$ cat config.mk
export PLATFORM = sky130hd
export DESIGN_NAME = ptsq_fifo
export DESIGN_NICKNAME = d
export VERILOG_FILES = /design/src/rtl/core/ptsq_pkg.sv /design/src/rtl/core/ptsq_fifo.sv
export SDC_FILE = /design/constraint.sdc
export NUM_CORES = 1
export LEC_CHECK = 0
export BUFFER_PORTS_ARGS = -buffer_cell sky130_fd_sc_hd__buf_2
export CORE_MARGIN = 2
export CORE_UTILIZATION = 57
export DETAILED_ROUTE_END_ITERATION = 8
export PLACE_DENSITY_LB_ADDON = 0.25
export SYNTH_ARGS = -nofsm -noshare
export SYNTH_HDL_FRONTEND = slang
export SYNTH_SLANG_ARGS = --single-unit
export TNS_END_PERCENT = 50
$ cat constraint.sdc
create_clock -name clk_i -period 5.9 [get_ports clk_i]
set_input_delay 0.59 -clock clk_i [delete_from_list [all_inputs] [get_ports clk_i]]
set_output_delay 0.59 -clock clk_i [all_outputs]
set_load 0.01 [all_outputs]
$ cat src/rtl/core/ptsq_pkg.sv
// shared types and constants for the pan/tilt step quantizer
package ptsq_pkg;

  // field widths
  localparam int AzW     = 26;
  localparam int ElW     = 24;
  localparam int RateW   = 32;
  localparam int IntW    = 12;
  localparam int IntMsW  = 22;
  localparam int OffW    = 32;
  localparam int StepW   = 16;
  localparam int IdxW    = 32;
  localparam int TotW    = 32;
  localparam int WrapW   = 28;
  localparam int AngW    = 25;
  localparam int MagW    = 24;
  localparam int ProdW   = MagW + RateW;
  localparam int CfgIdxW = 2;
  localparam int CfgDatW = 32;

  // angle constants in 1/65536 degree
  localparam logic signed [WrapW-1:0] FullTurn    = 28'sd23592960;
  localparam logic signed [WrapW-1:0] TwoTurns    = 28'sd47185920;
  localparam logic signed [WrapW-1:0] PanHome     = 28'sd11796480;
  localparam logic signed [AngW-1:0]  TiltHome    = 25'sd2949120;
  localparam logic [9:0]              MsPerSecond = 10'd1000;

  // reset values of the registers
  localparam logic [RateW-1:0]  RateReset     = 32'd65536;
  localparam logic [IntMsW-1:0] IntervalReset = 22'd1000;

  // register indexes
  typedef enum logic [CfgIdxW-1:0] {
    CFG_PAN_RATE  = 2'd0,
    CFG_TILT_RATE = 2'd1,
    CFG_INTERVAL  = 2'd2
  } cfg_reg_e;

  // classified point as queued between front and back
  typedef struct packed {
    logic [IdxW-1:0] index;
    logic            start;
    logic            pan_neg;
    logic [MagW-1:0] pan_mag;
    logic            tilt_neg;
    logic [MagW-1:0] tilt_mag;
  } item_t;

  // queue write side
  typedef struct packed {
    logic  valid;
    item_t item;
  } push_t;

  // queue read side
  typedef struct packed {
    logic  valid;
    item_t item;
  } pop_t;

endpackage

$ cat src/rtl/core/ptsq_fifo.sv
// short queue of classified points between front and back
module ptsq_fifo #(
  parameter int Depth = 4
) (
  input  logic             clk_i,
  input  logic             rst_ni,
  input  ptsq_pkg::push_t  push_i,
  output logic             full_o,
  input  logic             pop_i,
  output ptsq_pkg::pop_t   pop_o
);

  localparam int PtrW = (Depth > 1) ? $clog2(Depth) : 1;
  localparam int CntW = $clog2(Depth + 1);

  ptsq_pkg::item_t mem_q [Depth];
  logic [PtrW-1:0] wr_ptr_q, wr_ptr_d, rd_ptr_q, rd_ptr_d;
  logic [CntW-1:0] count_q, count_d;
  logic            do_push, do_pop;

  assign full_o  = (count_q == CntW'(Depth));
  assign do_push = push_i.valid && !full_o;
  assign do_pop  = pop_i && (count_q != '0);

  // pointers wrap at the depth
  always_comb begin
    wr_ptr_d = wr_ptr_q;
    rd_ptr_d = rd_ptr_q;
    count_d  = count_q;
    if (do_push) begin
      wr_ptr_d = (wr_ptr_q == PtrW'(Depth - 1)) ? '0 : wr_ptr_q + PtrW'(1);
    end
    if (do_pop) begin
      rd_ptr_d = (rd_ptr_q == PtrW'(Depth - 1)) ? '0 : rd_ptr_q + PtrW'(1);
    end
    if (do_push && !do_pop) begin
      count_d = count_q + CntW'(1);
    end else if (do_pop && !do_push) begin
      count_d = count_q - CntW'(1);
    end
  end

  always_ff @(posedge clk_i or negedge rst_ni) begin
    if (!rst_ni) begin
      wr_ptr_q <= '0;
      rd_ptr_q <= '0;
      count_q  <= '0;
    end else begin
      wr_ptr_q <= wr_ptr_d;
      rd_ptr_q <= rd_ptr_d;
      count_q  <= count_d;
    end
  end

  // storage
  always_ff @(posedge clk_i) begin
    if (do_push) begin
      mem_q[wr_ptr_q] <= push_i.item;
    end
  end

  assign pop_o.valid = (count_q != '0);
  assign pop_o.item  = mem_q[rd_ptr_q];

endmodule

==> impl_metrics.ini <==
[floorplanning]
io-pin-count = 172
die_area_sq_mm = 0.0231
row_count = 54
fp.dieW_um = 152
core-area_sq_mm = 0.0216
die_h_um = 152
start_util_pct = 57.6

[clock_tree]
cts_resized = 0
path_clk_slew_ns = 0.07
htree_levels = 2
clockBufferDepth = 3
numCtsBuffers = 34
cts_tree = built
root_buffer = clkbuf_16
cts.sink_count = 339
hold_buffers = 1
clk_latency_ns = 0.50
cts_setup_buffers = 0

[worst_setup_path]
cp_top_family = flip-flops
cp_slowest_cell = dfrtp_4
reg2reg_slack_ns = 3.16
endpoint_kind = output pin
r2r-start = wr_ptr_q[0]
crit_chain = buf_4 -> mux4_2 -> buf_2
cp_data_arrival_time_ns = 2.94
path_max_fanout = 46
worstPathRequired_ns = 5.31
r2r-end = mem_q[3][53]
max_stage_delay_ns = 1.02
crit_type = reg -> out
crit_buf_inv = 2
r2r_cells = 4
start_kind = flop

[routing]
drt_iter0_drc = 292
vias = 5547
via_per_inst = 5.69
drt_pre_antenna_iters = 4
routed_wl_um = 21900
wl_per_cell_um = 22.4
drc = 0
ant_nets = 0

[synth]
syn-num-nets = 565
synthArstFlopShare_pct = 2.06
synth_area_sq_mm = 0.0125
yosysTopAreaCellShare_pct = 80.0
synth_area_leaders = edfxtp_1, mux4_2, dfrtp_1, buf_12, ha_1
synth.yosys.seq_area_share_pct = 81.4
ys_warn_count = 0
ys_seq_elements = 339
synth_top_area_cell = edfxtp_1
synth_edf_count = 332
synth-main-ff-cell = edfxtp_1
ys_types = 21
avgSynthCellArea_sq_um = 26.5
netlist_instances = 471

[worst_hold_path]
hp-start = push_i[7]
whs_endpoint = mem_q[3][7]
holdPathStages = 1
hold_path.class = in -> reg

[layout]
seqCellArea_sq_mm = 0.0102
nets = 761
layoutNonFillerInstCount = 975
fillerInstances = 1400
multi_input_area_sq_mm = 0.00213
final_layout_size_suffix_gt1_share_pct = 46.6
final_area_sq_mm = 0.0147
postLayoutCoreUtil_pct = 68.0
syn2layout_area_growth_pct = 18.0

[flow_run]
max_cap_viol_count = 0

[status]
outcome = finished, final reports clean

[timing]
period_needed_ns = 3.53
hold_viol_final = 0
fin_ws_ns = 2.37
hold_ws_ns = 0.302
fin_crit_sh_pct = 59.9
slew_headroom_pct = 37.0
drv_slew = 0
setup_viol = 0
tightest_slew_ns = 0.943
max_freq_mhz = 283
setup_tns_ns = 0
rsz0062_at_grt = false
fin_skew_ns = 0.00928

[place]
dp_slack_ns = 2.77
place_inst = 910
gp_congestion = 0.744
io_buffers = 171
dpl-instance-area_sq_mm = 0.0136
dp_hpwl_um = 13400

[global_route]
grt_use_total_pct = 19.4
antenna_found_initial = 4
grt_pass1_wl_um = 34300
grt_max_degree = 56
grt_overflow = 0
grt_pass1_vias = 5955

[power_and_ir_drop]
p_per_area_mw_per_mm2 = 512
p_leak_nw = 5.05
ir_drop_uv = 484
total_power_mw = 7.53
## worst reg2reg max path: stages, from the launching register on
cell,delay (ns)
dfrtp_1,0.42
ha_1,0.24
nand2_1,0.11
nor2_4,0.72
buf_4,0.76
## how the worst max path moves through the flow
stage,start,endpoint,slack [ns],cells past startpoint
after global routing,rd_ptr_q[0],pop_o[74],2.08,3
after global placement,rd_ptr_q[0],pop_o[38],2.82,3
final,rd_ptr_q[0],pop_o[74],2.37,3
after CTS,rd_ptr_q[0],pop_o[26],2.22,3
after detailed placement,rd_ptr_q[0],pop_o[26],2.77,3
after floorplan,push_i[83],mem_q[3][0],1.25,2
## flip-flops by register name, indices dropped and copies added, names as in the netlist
register  flops
mem_q       332
wr_ptr_q      2
rd_ptr_q      2
count_q       3
## routing by layer
metal  global-route usage [%]  share of wire (%)
met1                     25.7                 39
met2                     32.4                 52
met3                     4.56                5.9
met4                     6.85                2.4
met5                        0               0.12
## power by group
part / leakage (nW) / switching (mW) / internal (mW) / total (mW)
Sequential: 3.12 / 0.274 / 3.18 / 3.46
Combinational: 1.37 / 0.983 / 0.946 / 1.93
Clock: 0.560 / 0.835 / 1.31 / 2.15
## logic make-up after synthesis
kind of cell	synth area share, %
flip-flops	81.4
AND/OR/NAND/NOR	0.532
XOR/XNOR	0.211
buffers and inverters	1.63
adder cells (fa/ha/maj)	0.763
multiplexers	15.5
## cell usage after synthesis, types with 3 or more instances
| master | count |
|---|---|
| inv_1 | 3 |
| buf_12 | 5 |
| buf_4 | 3 |
| buf_2 | 7 |
| nor2_1 | 4 |
| and2_1 | 3 |
| mux4_2 | 83 |
| edfxtp_1 | 332 |
| ha_1 | 6 |
| dfrtp_1 | 7 |
| mux2_2 | 5 |
## cell type report
cell class	count	area share (%)
sequential	339	69.0
multi-input combinational	110	14.5
clock buffer	47	6.75
timing repair buffer	179	6.24
tap	280	2.38
clock inverter	15	1.02
inverter	3	0.0766
antenna	2	0.0340
## cell usage in the layout (no fill, tap or decap), drive strengths merged, types with 3 or more instances in the layout
| master | n |
|---|---|
| bufinv | 3 |
| nor2 | 4 |
| clkinv | 10 |
| mux4 | 83 |
| buf | 178 |
| dfrtp | 7 |
| and2 | 3 |
| mux2 | 5 |
| ha | 6 |
| edfxtp | 332 |
| inv | 4 |
| clkbuf | 47 |
(Power assumes the default switching activity.)
