### src/rtl/core/ptsq_pkg.sv
// shared types and constants for the pan/tilt step quantizer
package ptsq_pkg;

  // field widths
  localparam int AzW     = 26;
  localparam int ElW     = 24;
  localparam int RateW   = 32;
  localparam int IntW    = 12;
  localparam int IntMsW  = 22;
  localparam int OffW    = 32;
  localparam int StepW   = 16;
  localparam int IdxW    = 32;
  localparam int TotW    = 32;
  localparam int WrapW   = 28;
  localparam int AngW    = 25;
  localparam int MagW    = 24;
  localparam int ProdW   = MagW + RateW;
  localparam int CfgIdxW = 2;
  localparam int CfgDatW = 32;

  // angle constants in 1/65536 degree
  localparam logic signed [WrapW-1:0] FullTurn    = 28'sd23592960;
  localparam logic signed [WrapW-1:0] TwoTurns    = 28'sd47185920;
  localparam logic signed [WrapW-1:0] PanHome     = 28'sd11796480;
  localparam logic signed [AngW-1:0]  TiltHome    = 25'sd2949120;
  localparam logic [9:0]              MsPerSecond = 10'd1000;

  // reset values of the registers
  localparam logic [RateW-1:0]  RateReset     = 32'd65536;
  localparam logic [IntMsW-1:0] IntervalReset = 22'd1000;

  // register indexes
  typedef enum logic [CfgIdxW-1:0] {
    CFG_PAN_RATE  = 2'd0,
    CFG_TILT_RATE = 2'd1,
    CFG_INTERVAL  = 2'd2
  } cfg_reg_e;

  // classified point as queued between front and back
  typedef struct packed {
    logic [IdxW-1:0] index;
    logic            start;
    logic            pan_neg;
    logic [MagW-1:0] pan_mag;
    logic            tilt_neg;
    logic [MagW-1:0] tilt_mag;
  } item_t;

  // queue write side
  typedef struct packed {
    logic  valid;
    item_t item;
  } push_t;

  // queue read side
  typedef struct packed {
    logic  valid;
    item_t item;
  } pop_t;

endpackage

### src/rtl/core/ptsq_if.sv
// stream and register-write channel interfaces
interface ptsq_in_if;
  logic                                valid;
  logic                                ready;
  logic signed [ptsq_pkg::AzW-1:0]     azimuth;
  logic signed [ptsq_pkg::ElW-1:0]     elevation;
  logic                                start_of_track;

  modport source (output valid, azimuth, elevation, start_of_track, input ready);
  modport sink   (input valid, azimuth, elevation, start_of_track, output ready);
endinterface


### src/rtl/core/ptsq_front.sv
// front part: accepts points, numbers them and folds angles into sign and magnitude
module ptsq_front (
  input  logic             clk_i,
  input  logic             rst_ni,
  ptsq_in_if.sink          in_i,
  input  logic             full_i,
  output ptsq_pkg::push_t  push_o
);

  logic [ptsq_pkg::IdxW-1:0]         index_q, index_d;
  logic [ptsq_pkg::IdxW-1:0]         cur_index;
  logic                              accept;
  logic signed [ptsq_pkg::WrapW-1:0] az_shift, az_wrap;
  logic signed [ptsq_pkg::WrapW-1:0] pan_wide;
  logic signed [ptsq_pkg::AngW-1:0]  pan_angle, tilt_angle, pan_abs, tilt_abs;

  assign in_i.ready = !full_i;
  assign accept     = in_i.valid && !full_i;

  // point index, cleared by the start flag
  assign cur_index = in_i.start_of_track ? '0 : index_q;
  assign index_d   = accept ? cur_index + ptsq_pkg::IdxW'(1) : index_q;

  always_ff @(posedge clk_i or negedge rst_ni) begin
    if (!rst_ni) begin
      index_q <= '0;
    end else begin
      index_q <= index_d;
    end
  end

  // floor modulo of azimuth plus a turn, then measured from pan home
  always_comb begin
    az_shift = ptsq_pkg::WrapW'(in_i.azimuth) + ptsq_pkg::FullTurn;
    if (az_shift < 0) begin
      az_wrap = az_shift + ptsq_pkg::FullTurn;
    end else if (az_shift >= ptsq_pkg::TwoTurns) begin
      az_wrap = az_shift - ptsq_pkg::TwoTurns;
    end else if (az_shift >= ptsq_pkg::FullTurn) begin
      az_wrap = az_shift - ptsq_pkg::FullTurn;
    end else begin
      az_wrap = az_shift;
    end
    pan_wide  = az_wrap - ptsq_pkg::PanHome;
    pan_angle = pan_wide[ptsq_pkg::AngW-1:0];
  end

  // tilt measured from tilt home
  assign tilt_angle = ptsq_pkg::AngW'(in_i.elevation) - ptsq_pkg::TiltHome;

  // sign and magnitude
  assign pan_abs  = pan_angle[ptsq_pkg::AngW-1] ? -pan_angle : pan_angle;
  assign tilt_abs = tilt_angle[ptsq_pkg::AngW-1] ? -tilt_angle : tilt_angle;

  always_comb begin
    push_o.valid         = accept;
    push_o.item.index    = cur_index;
    push_o.item.start    = in_i.start_of_track;
    push_o.item.pan_neg  = pan_angle[ptsq_pkg::AngW-1];
    push_o.item.pan_mag  = pan_abs[ptsq_pkg::MagW-1:0];
    push_o.item.tilt_neg = tilt_angle[ptsq_pkg::AngW-1];
    push_o.item.tilt_mag = tilt_abs[ptsq_pkg::MagW-1:0];
  end

endmodule

### src/flat_wrapper.sv
// flat-port wrapper written by rule: the top's interface ports become plain ports
module ptsq_front_flat 
  (clk_i, rst_ni, full_i, push_o, in_i_valid, in_i_azimuth, in_i_elevation, in_i_start_of_track, in_i_ready);
  ptsq_in_if in_i_i ();
  input  logic clk_i;
  input  logic rst_ni;
  input  logic full_i;
  output ptsq_pkg::push_t push_o;
  input wire logic [$bits(in_i_i.valid)-1:0] in_i_valid;
  input wire logic [$bits(in_i_i.azimuth)-1:0] in_i_azimuth;
  input wire logic [$bits(in_i_i.elevation)-1:0] in_i_elevation;
  input wire logic [$bits(in_i_i.start_of_track)-1:0] in_i_start_of_track;
  output wire logic [$bits(in_i_i.ready)-1:0] in_i_ready;
  assign in_i_i.valid = in_i_valid;
  assign in_i_i.azimuth = in_i_azimuth;
  assign in_i_i.elevation = in_i_elevation;
  assign in_i_i.start_of_track = in_i_start_of_track;
  assign in_i_ready = in_i_i.ready;
  ptsq_front u_core (.clk_i(clk_i), .rst_ni(rst_ni), .in_i(in_i_i), .full_i(full_i), .push_o(push_o));
endmodule
### config.mk
export PLATFORM = sky130hd
export DESIGN_NAME = ptsq_front_flat
export DESIGN_NICKNAME = d
export VERILOG_FILES = /design/src/rtl/core/ptsq_pkg.sv /design/src/rtl/core/ptsq_if.sv /design/src/rtl/core/ptsq_front.sv /design/src/flat_wrapper.sv
export SDC_FILE = /design/constraint.sdc
export NUM_CORES = 1
export LEC_CHECK = 0
export ABC_AREA = 1
export BUFFER_PORTS_ARGS = -buffer_cell sky130_fd_sc_hd__buf_2
export CAP_MARGIN = 10
export CORE_MARGIN = 4
export CORE_UTILIZATION = 53
export DETAILED_ROUTE_END_ITERATION = 16
export PLACE_DENSITY = 0.84
export SLEW_MARGIN = 20
export SYNTH_ARGS = -nofsm -noshare
export SYNTH_HDL_FRONTEND = slang
export SYNTH_SLANG_ARGS = --single-unit
### constraint.sdc
create_clock -name clk_i -period 6.5 [get_ports clk_i]
set_input_delay 1.625 -clock clk_i [delete_from_list [all_inputs] [get_ports clk_i]]
set_output_delay 1.625 -clock clk_i [all_outputs]
set_load 0.01 [all_outputs]
==> reports/metrics.csv <==
metric,value,unit
largestRegisters,u_core.index_q (32),
largest-register,u_core.index_q,
root_buffer,clkbuf_8,
p_sw_frac,0.458,
dp_cells,914,
drc,0,
fp-row-count,32,
ios,140,
worst_slew_pin_slew,0.945,ns
grt_max_degree,45,
gr-usage-all-layers,0.220,
ys_seq_area_frac,0.188,
ir_drop,0.101,mV
critPathLaunchType,input port,
rrSetupSlack,3.85,ns
synth_edf_count,0,
crit_type,input port to primary output,
drt_iter0_drc,128,
drive_above_1_share,0.270,
fin_crit,6.15,ns
dieWidth,97.7,um
fin_nets,892,
core-area,0.00777,mm2
ys_ff_latch,32,
dp_hpwl,8720,um
numCtsBuffers,5,
syn2layout_area_growth,20.9,%
ant_nets,0,
crit_path_end_kind,primary output,
hold_slack,0.534,ns
drv_slew,0,
wl_met3,555,um
synthTopCellsByArea,"dfrtp_1 19%, nand2_1 16%, xor2_1 11%, inv_1 9.2%, nor2_1 7.0%",
wl_met1,4650,um
yosysTopAreaCell,dfrtp_1,
synth.most_common_cell,nand2_1,
synthCells,687,
clockBufferDepth,2,
rsz0062_at_grt,no,
hold_violations,0,
die-area,0.00955,mm2
whs_path_depth,2,
top_layer,met4,
met2_length,5760,um
grt_pass1_wl,18500,um
ff2ff_path_depth,17,
power.density,168,mW/mm2
power.internal,0.471,mW
insertion_delay,0.29,ns
grt_antenna_before_repair,0,
async_flop_share,1.00,
cp_max_fo,11,
utilization,0.664,
crit_arrival,4.53,ns
cts.sinks,32,
wirelength,11100,um
stdcell_count,925,
critPathRequiredTime,4.88,ns
vias_per_cell,5.05,
yosysWarnings,0,
fin_skew,0.00760,ns
fp.dieH,97.7,um
netlist_area,0.00427,mm2
syn_area_per_cell,6.21,um2
pwr-share-seq,0.239,
cts_tree,yes,
syn-num-nets,757,
diodes,0,
largest_reg_flops,32,
io_buffers,139,
path_clk_slew,0.07,ns
fin_crit_sh,0.947,
pwr-share-comb,0.576,
grt_remaining_overflow,0,
synth_cell_types,37,
vias,4673,
hp-class,flip-flop to flip-flop,
gp_congestion,0.876,
htree_levels,2,
drtPass1Iterations,4,
setup-violations-final,0,
yosysTopAreaCellShare,0.188,
grt_pass1_vias,4381,
power_frac_clock,0.186,
wl_per_cell,12.0,um
setup_tns,0,ns
start_util,0.549,
ys_top_cells_by_count,"185 x nand2_1, 105 x inv_1, 80 x nor2_1, 54 x xor2_1, 35 x nand3_1",
fmax,162,MHz
ys.flop_type,dfrtp_1,
status,finished clean,
switchingPower,0.397,mW
p_leak,2.75,nW
timing.slew.headroom,0.368,
cap_violations,0,
-- cell families (layout without fill, tap and decap cells) --
logic type,Yosys count,in the layout,share of synthesized area
buf+inv,130,263,0.127
flops,32,32,0.188
xor+xnor,79,79,0.162
simple gates,387,390,0.414
fa+ha+maj,15,15,0.0440
compound gates,44,44,0.0651
-- power by group through the flow --
| stage | clock, mW | sequential, mW | combinational [mW] |
|---|---|---|---|
| 2_1_floorplan | 0 | 0.210 | 0.332 |
| 3_3_place_gp | 0 | 0.210 | 0.446 |
| 3_5_place_dp | 0 | 0.211 | 0.462 |
| 4_1_cts | 0.164 | 0.207 | 0.463 |
| 5_1_grt | 0.173 | 0.208 | 0.554 |
| 6_report | 0.161 | 0.207 | 0.499 |
-- per-stage QoR --
stage               area, um2  power [mW]  setup WS [ns]
global route             5160       0.935        0.00556
global placement         5000       0.657          0.245
detailed placement       5000       0.673         0.0477
CTS                      5090       0.834         0.0361
floorplan                4270       0.542          0.825
finish                   5160       0.868          0.346
-- what timing repair did --
item                       4_1_cts  5_1_grt
setup endpoints to repair        0       24
buffers inserted                 0        0
hold buffers                     0        0
gates resized for setup          0        8
-- layout make-up --
class	count	area, um2
Inverter	113	424
Multi-Input combinational cell	528	3000
Fill cell	734	2610
Timing Repair Buffer	142	718
Clock buffer	6	82.6
Tap cell	102	128
Sequential cell	32	801
Clock inverter	2	10.0
-- layer usage --
metal,track usage,vias up
met5,0,-
met4,0.0437,0
met3,0.0271,17
met2,0.429,138
met1,0.255,2125
li1,-,2393
-- layout by cell type (no fill, tap or decap), types with 15 or more instances in the layout --
master and instances:
nand2_1 185, buf_2 139, inv_1 104, nor2_1 79
xor2_1 54, nand3_1 35, dfrtp_1 32, xnor2_1 25
nand2_2 18, nand4_1 15
-- final timing paths --
check | start | end
setup / recovery | in_i_azimuth[19] | push_o[39]
hold / removal | u_core.index_q[0] | u_core.index_q[0]
setup reg to reg | u_core.index_q[0] | u_core.index_q[28]
hold reg to reg | u_core.index_q[0] | u_core.index_q[0]
max in group asynchronous | rst_ni | u_core.index_q[22]
min in group asynchronous | rst_ni | u_core.index_q[15]
-- worst max-delay path: stages --
cell and delay (ns):
buf_2 0.16, ha_2 0.23, nand2_1 0.07, inv_1 0.07, nor2_2 0.06, inv_2 0.10, ha_1 0.20, nand2_1 0.06
nor2_1 0.10, nand3_1 0.08, nor2_1 0.14, nand2_2 0.10, nand2_4 0.11, nand3_1 0.09, nand2_1 0.09, inv_1 0.06
ha_1 0.21, nor2_2 0.10, nand2_1 0.06, nand2_2 0.10, nand2_2 0.10, nand2_8 0.13, nand2_8 0.09, inv_1 0.12
nand2_1 0.07, nand2_1 0.06, buf_2 0.12
(Power assumes the default switching activity.)
