$ cat config.mk
export PLATFORM = sky130hd
export DESIGN_NAME = ptsq_back_flat
export DESIGN_NICKNAME = d
export VERILOG_FILES = /design/src/rtl/core/ptsq_pkg.sv /design/src/rtl/core/ptsq_if.sv /design/src/rtl/core/ptsq_back.sv /design/src/flat_wrapper.sv
export SDC_FILE = /design/constraint.sdc
export NUM_CORES = 2
export LEC_CHECK = 0
export CAP_MARGIN = 10
export CORE_MARGIN = 1
export CORE_UTILIZATION = 48
export DETAILED_ROUTE_END_ITERATION = 6
export DONT_BUFFER_PORTS = 1
export PLACE_DENSITY = 0.69
export SYNTH_ARGS = -nofsm -noshare
export SYNTH_HDL_FRONTEND = slang
export SYNTH_SLANG_ARGS = --single-unit
$ cat constraint.sdc
create_clock -name clk_i -period 8.06 [get_ports clk_i]
set_clock_uncertainty 0.1 [all_clocks]
set_input_delay 1.612 -clock clk_i [delete_from_list [all_inputs] [get_ports clk_i]]
set_output_delay 1.612 -clock clk_i [all_outputs]
set_load 0.01 [all_outputs]
$ cat src/rtl/core/ptsq_pkg.sv
// shared types and constants for the pan/tilt step quantizer
package ptsq_pkg;

  // field widths
  localparam int AzW     = 26;
  localparam int ElW     = 24;
  localparam int RateW   = 32;
  localparam int IntW    = 12;
  localparam int IntMsW  = 22;
  localparam int OffW    = 32;
  localparam int StepW   = 16;
  localparam int IdxW    = 32;
  localparam int TotW    = 32;
  localparam int WrapW   = 28;
  localparam int AngW    = 25;
  localparam int MagW    = 24;
  localparam int ProdW   = MagW + RateW;
  localparam int CfgIdxW = 2;
  localparam int CfgDatW = 32;

  // angle constants in 1/65536 degree
  localparam logic signed [WrapW-1:0] FullTurn    = 28'sd23592960;
  localparam logic signed [WrapW-1:0] TwoTurns    = 28'sd47185920;
  localparam logic signed [WrapW-1:0] PanHome     = 28'sd11796480;
  localparam logic signed [AngW-1:0]  TiltHome    = 25'sd2949120;
  localparam logic [9:0]              MsPerSecond = 10'd1000;

  // reset values of the registers
  localparam logic [RateW-1:0]  RateReset     = 32'd65536;
  localparam logic [IntMsW-1:0] IntervalReset = 22'd1000;

  // register indexes
  typedef enum logic [CfgIdxW-1:0] {
    CFG_PAN_RATE  = 2'd0,
    CFG_TILT_RATE = 2'd1,
    CFG_INTERVAL  = 2'd2
  } cfg_reg_e;

  // classified point as queued between front and back
  typedef struct packed {
    logic [IdxW-1:0] index;
    logic            start;
    logic            pan_neg;
    logic [MagW-1:0] pan_mag;
    logic            tilt_neg;
    logic [MagW-1:0] tilt_mag;
  } item_t;

  // queue write side
  typedef struct packed {
    logic  valid;
    item_t item;
  } push_t;

  // queue read side
  typedef struct packed {
    logic  valid;
    item_t item;
  } pop_t;

endpackage

$ cat src/rtl/core/ptsq_if.sv


interface ptsq_out_if;
  logic                                valid;
  logic                                ready;
  logic        [ptsq_pkg::OffW-1:0]    time_ms;
  logic signed [ptsq_pkg::StepW-1:0]   pan_step;
  logic signed [ptsq_pkg::StepW-1:0]   tilt_step;

  modport source (output valid, time_ms, pan_step, tilt_step, input ready);
  modport sink   (input valid, time_ms, pan_step, tilt_step, output ready);
endinterface


$ cat src/rtl/core/ptsq_back.sv
// back part: scales, rounds and turns targets into step increments
module ptsq_back (
  input  logic                              clk_i,
  input  logic                              rst_ni,
  input  ptsq_pkg::pop_t                    pop_i,
  output logic                              pop_o,
  input  logic [ptsq_pkg::RateW-1:0]        pan_rate_i,
  input  logic [ptsq_pkg::RateW-1:0]        tilt_rate_i,
  input  logic [ptsq_pkg::IntMsW-1:0]       interval_ms_i,
  ptsq_out_if.source                        out_o
);

  localparam int OffProdW = ptsq_pkg::IdxW + ptsq_pkg::IntMsW;
  localparam int SumW     = ptsq_pkg::ProdW + 1;
  localparam int RndW     = SumW - 32;

  logic advance;

  // stage 1: products
  logic                             s1_valid_q;
  logic                             s1_start_q, s1_pan_neg_q, s1_tilt_neg_q;
  logic [ptsq_pkg::ProdW-1:0]       s1_pan_prod_q, s1_tilt_prod_q;
  logic [ptsq_pkg::OffW-1:0]        s1_offset_q;
  logic [OffProdW-1:0]              offset_prod;

  // stage 2: rounded targets
  logic                             s2_valid_q, s2_start_q;
  logic [ptsq_pkg::TotW-1:0]        s2_pan_tgt_q, s2_tilt_tgt_q;
  logic [ptsq_pkg::TotW-1:0]        pan_tgt_d, tilt_tgt_d;
  logic [SumW-1:0]                  pan_sum, tilt_sum;
  logic [RndW-1:0]                  pan_rnd, tilt_rnd;
  logic [ptsq_pkg::OffW-1:0]        s2_offset_q;

  // output stage and executed totals
  logic                             out_valid_q;
  logic [ptsq_pkg::OffW-1:0]        out_offset_q;
  logic [ptsq_pkg::StepW-1:0]       out_pan_q, out_tilt_q;
  logic [ptsq_pkg::TotW-1:0]        exec_pan_q, exec_pan_d, exec_tilt_q, exec_tilt_d;
  logic [ptsq_pkg::TotW-1:0]        pan_base, tilt_base, pan_diff, tilt_diff;

  // whole pipeline moves when the output word is free or being taken
  assign advance = !out_valid_q || out_o.ready;
  assign pop_o   = advance;

  // valid bits
  always_ff @(posedge clk_i or negedge rst_ni) begin
    if (!rst_ni) begin
      s1_valid_q  <= 1'b0;
      s2_valid_q  <= 1'b0;
      out_valid_q <= 1'b0;
    end else if (advance) begin
      s1_valid_q  <= pop_i.valid;
      s2_valid_q  <= s1_valid_q;
      out_valid_q <= s2_valid_q;
    end
  end

  // stage 1: magnitude times rate, index times interval in ms
  assign offset_prod = OffProdW'(pop_i.item.index) * OffProdW'(interval_ms_i);

  always_ff @(posedge clk_i) begin
    if (advance) begin
      s1_start_q     <= pop_i.item.start;
      s1_pan_neg_q   <= pop_i.item.pan_neg;
      s1_tilt_neg_q  <= pop_i.item.tilt_neg;
      s1_pan_prod_q  <= ptsq_pkg::ProdW'(pop_i.item.pan_mag) * ptsq_pkg::ProdW'(pan_rate_i);
      s1_tilt_prod_q <= ptsq_pkg::ProdW'(pop_i.item.tilt_mag) * ptsq_pkg::ProdW'(tilt_rate_i);
      s1_offset_q    <= offset_prod[ptsq_pkg::OffW-1:0];
    end
  end

  // stage 2: round half away from zero and restore the sign
  always_comb begin
    pan_sum    = SumW'(s1_pan_prod_q) + (SumW'(1) << 31);
    tilt_sum   = SumW'(s1_tilt_prod_q) + (SumW'(1) << 31);
    pan_rnd    = pan_sum[SumW-1:32];
    tilt_rnd   = tilt_sum[SumW-1:32];
    pan_tgt_d  = s1_pan_neg_q ? ptsq_pkg::TotW'(0) - ptsq_pkg::TotW'(pan_rnd)
                              : ptsq_pkg::TotW'(pan_rnd);
    tilt_tgt_d = s1_tilt_neg_q ? ptsq_pkg::TotW'(0) - ptsq_pkg::TotW'(tilt_rnd)
                               : ptsq_pkg::TotW'(tilt_rnd);
  end

  always_ff @(posedge clk_i) begin
    if (advance) begin
      s2_start_q    <= s1_start_q;
      s2_pan_tgt_q  <= pan_tgt_d;
      s2_tilt_tgt_q <= tilt_tgt_d;
      s2_offset_q   <= s1_offset_q;
    end
  end

  // stage 3: increment against the executed total, total follows the truncated step
  always_comb begin
    pan_base    = s2_start_q ? '0 : exec_pan_q;
    tilt_base   = s2_start_q ? '0 : exec_tilt_q;
    pan_diff    = s2_pan_tgt_q - pan_base;
    tilt_diff   = s2_tilt_tgt_q - tilt_base;
    exec_pan_d  = pan_base + {{(ptsq_pkg::TotW - ptsq_pkg::StepW){pan_diff[ptsq_pkg::StepW-1]}},
                              pan_diff[ptsq_pkg::StepW-1:0]};
    exec_tilt_d = tilt_base + {{(ptsq_pkg::TotW - ptsq_pkg::StepW){tilt_diff[ptsq_pkg::StepW-1]}},
                               tilt_diff[ptsq_pkg::StepW-1:0]};
  end

  always_ff @(posedge clk_i or negedge rst_ni) begin
    if (!rst_ni) begin
      exec_pan_q  <= '0;
      exec_tilt_q <= '0;
    end else if (advance && s2_valid_q) begin
      exec_pan_q  <= exec_pan_d;
      exec_tilt_q <= exec_tilt_d;
    end
  end

  always_ff @(posedge clk_i) begin
    if (advance) begin
      out_offset_q <= s2_offset_q;
      out_pan_q    <= pan_diff[ptsq_pkg::StepW-1:0];
      out_tilt_q   <= tilt_diff[ptsq_pkg::StepW-1:0];
    end
  end

  assign out_o.valid     = out_valid_q;
  assign out_o.time_ms   = out_offset_q;
  assign out_o.pan_step  = out_pan_q;
  assign out_o.tilt_step = out_tilt_q;

endmodule

$ cat src/flat_wrapper.sv
// flat-port wrapper written by rule: the top's interface ports become plain ports
module ptsq_back_flat 
  (clk_i, rst_ni, pop_i, pop_o, pan_rate_i, tilt_rate_i, interval_ms_i, out_o_valid, out_o_time_ms, out_o_pan_step, out_o_tilt_step, out_o_ready);
  ptsq_out_if out_o_i ();
  input  logic clk_i;
  input  logic rst_ni;
  input  ptsq_pkg::pop_t pop_i;
  output logic pop_o;
  input  logic [ptsq_pkg::RateW-1:0] pan_rate_i;
  input  logic [ptsq_pkg::RateW-1:0] tilt_rate_i;
  input  logic [ptsq_pkg::IntMsW-1:0] interval_ms_i;
  output wire logic [$bits(out_o_i.valid)-1:0] out_o_valid;
  output wire logic [$bits(out_o_i.time_ms)-1:0] out_o_time_ms;
  output wire logic [$bits(out_o_i.pan_step)-1:0] out_o_pan_step;
  output wire logic [$bits(out_o_i.tilt_step)-1:0] out_o_tilt_step;
  input wire logic [$bits(out_o_i.ready)-1:0] out_o_ready;
  assign out_o_valid = out_o_i.valid;
  assign out_o_time_ms = out_o_i.time_ms;
  assign out_o_pan_step = out_o_i.pan_step;
  assign out_o_tilt_step = out_o_i.tilt_step;
  assign out_o_i.ready = out_o_ready;
  ptsq_back u_core (.clk_i(clk_i), .rst_ni(rst_ni), .pop_i(pop_i), .pop_o(pop_o), .pan_rate_i(pan_rate_i), .tilt_rate_i(tilt_rate_i), .interval_ms_i(interval_ms_i), .out_o(out_o_i));
endmodule
==> flow_summary.ini <==
[worst_hold_path]
min_path_type = reg -> reg
hp-start = u_core.s2_offset_q[4]$_DFFE_PN_

[cells_and_area]
layout_common_cells = inv_1, fa_1, nand2_1, and2_1, ha_1
nets = 9393
final_common_cell = inv_1
syn_to_final_growth_pct = 3.47
drive_above_1_share_pct = 2.20
fillers = 13000
final_area_mm2 = 0.0713

[worst_setup_path]
worstReg2RegStart = u_core.s2_start_q$_DFFE_PN_
max_stage_delay_ns = 0.56
crit_required_ns = 8.26
worstSetupPathType = in -> reg
crit_fanout = 32
crit_family = adder cells
critPathBufInv = 5
cp_common_cell = fa_1
crit_path_start_kind = primary input
cp-end-kind = flip-flop
worst_ep_arrival_time_ns = 8.17
critPathLaunch = pop_i[25]
path_cells = and2_1 > fa_1 > fa_1 > fa_1 > inv_1 > fa_1 > inv_1 > fa_1 > fa_1 > inv_1 > fa_1 > inv_1 > ha_1 > nand3_1 > nor4_4 > o31ai_2 > a41oi_2 > a2111oi_2 > buf_4 > o41ai_4 > nand2_2 > a21oi_4 > mux2i_1 > nand2_1
slowest_stage = fa_1

[sta]
min_period_ns = 7.96
worst_slack_ns = 0.0970
tightest_slew_ns = 0.876
setup_viol = 0
fin_crit_sh_pct = 98.8
slew_viol_final = 0
whs_ns = 0.311
final.setup.tns_ns = 0
rsz0062_at_grt = true
max-slew-margin-rel_pct = 41.1
fmax_ghz = 0.126
finalHoldViolations = 0

[global_route]
grt.total_usage_pct = 25.1
grt-ovfl-total = 0
antenna_found_initial = 4
grt_max_degree = 144
grt_pass1_vias = 53400
grt_pass1_wl_mm = 287

[yosys]
synth_fp_nets = 9681
synth_area_leaders = fa_1, inv_1, edfxtp_1
netlist.area_leader.share_pct = 47.6
yosys_warnings = 0
async_reset_ff_share_pct = 15.0
yosysTopAreaCell = fa_1
synthesis.area_mm2 = 0.0689
ys_ff_latch = 233
avgSynthCellArea_um2 = 9.24
ys_seq_area_share_pct = 9.90
synthFlopType = edfxtp_1
synth_cell_types = 73
syn_inst = 7453
synth_edf_count = 198

[job]
drv_cap = 0

[floorplanning]
initial_core_util_pct = 48.5
die_x_um = 381
rows = 138
ios = 239
dieArea_mm2 = 0.145
core_area_mm2 = 0.142
die_h_um = 381

[place]
place_area_mm2 = 0.0703
place_congestion = 0.921
port_buffers = 0
pre_cts_slack_ns = -0.645
post-dp-hpwl_mm = 135

[clock_network]
numCtsBuffers = 23
cts_sinks = 233
ctsLongestPathBuffers = 3
clk_latency_ns = 0.55
clkSlewWorstSetupHoldPaths_ns = 0.07
postCtsHoldBufs = 0
cts_tree = yes
htreeDepth = 1
root_buffer = clkbuf_16

[route]
vias_per_cell = 5.29
routed-via-count = 48000
route.detailed.wl_per_inst_um = 19.4
firstDrtPassIters = 6
drtAntennaViolNets = 0
drc = 0
drt-total-wl_mm = 176
drt_iter0_markers = 2880

[outcome]
outcome = complete, no violations
cell families after synthesis:
family / count (synthesis) / share of synthesized area (%)
flip-flops: 233 / 9.90
AND/OR/NAND/NOR: 2348 / 16.4
AO/OA/AOI/OAI: 343 / 3.17
multiplexers: 11 / 0.165
XOR/XNOR: 240 / 3.05
buffers and inverters: 2223 / 12.1
adder cells (fa/ha/maj): 2055 / 55.2
final timing paths:
path / to / slack (ns) / depth (start not counted)
setup / recovery: u_core.s1_pan_prod_q[42]$_DFFE_PN_ / 0.1 / 24
hold / removal: u_core.out_o.time_ms[4]$_DFFE_PN_ / 0.31 / 0
setup reg to reg: u_core.exec_pan_q[15]$_DFFE_PN0P_ / 2.66 / 21
hold reg to reg: u_core.out_o.time_ms[4]$_DFFE_PN_ / 0.31 / 0
max in group asynchronous: u_core.exec_pan_q[15]$_DFFE_PN0P_ / 7.13 / 0
min in group asynchronous: u_core.exec_tilt_q[5]$_DFFE_PN0P_ / 0.64 / 0
cells in the mapped netlist, types with 41 or more instances:
cell type / count
a21o_1: 49
a21oi_1: 100
and2_1: 783
clkbuf_1: 357
edfxtp_1: 198
fa_1: 1639
ha_1: 416
inv_1: 1858
nand2_1: 1274
nand2b_1: 50
nand3_1: 41
nor2_1: 70
o21ai_0: 78
xnor2_1: 171
xor2_1: 69
metrics by stage:
stage                     util (%)  cells
after floorplan                  -   7453
after global placement        49.5   9031
after detailed placement      49.5   9031
after CTS                     50.1   9073
after global routing          50.2   9074
final                         50.2   9077
timing repair:
item / 4_1_cts / 5_1_grt
gates resized for setup: 1 / 57
buffers inserted: 0 / 1
pin swaps: 0 / 37
hold endpoints to repair: 0 / 0
gates cloned: 0 / 0
setup endpoints to repair: 1 / 16
per-layer routing:
layer,part of all wire [%],GRT usage [%],vias to the layer above
met5,0,0,-
met4,3.8,8.28,0
met3,8.2,5.14,400
met2,48,42.4,1869
met1,40,32.2,24800
li1,-,-,20900
area by class of cell:
class / count / area (um2) / share of cell area [%]
diodes: 5 / 12.5 / 0.0176
clock buffers: 30 / 642 / 0.901
clock inverters: 12 / 118 / 0.165
inverters: 1858 / 6970 / 9.79
multi-input cells: 4997 / 53900 / 75.7
flip-flops and latches: 233 / 6820 / 9.57
well taps: 1890 / 2360 / 3.32
repair buffers: 52 / 407 / 0.571
state kept, by name, indices dropped and copies added, names as in the netlist, 17 cells and up:
signal	cells
u_core.out_o.time_ms	32
u_core.s1_offset_q	32
u_core.s1_pan_prod_q	17
u_core.s1_tilt_prod_q	17
u_core.s2_offset_q	32
Power is not shown: default switching activity piles up to over one toggle a cycle in this logic, so the estimate is an artifact.
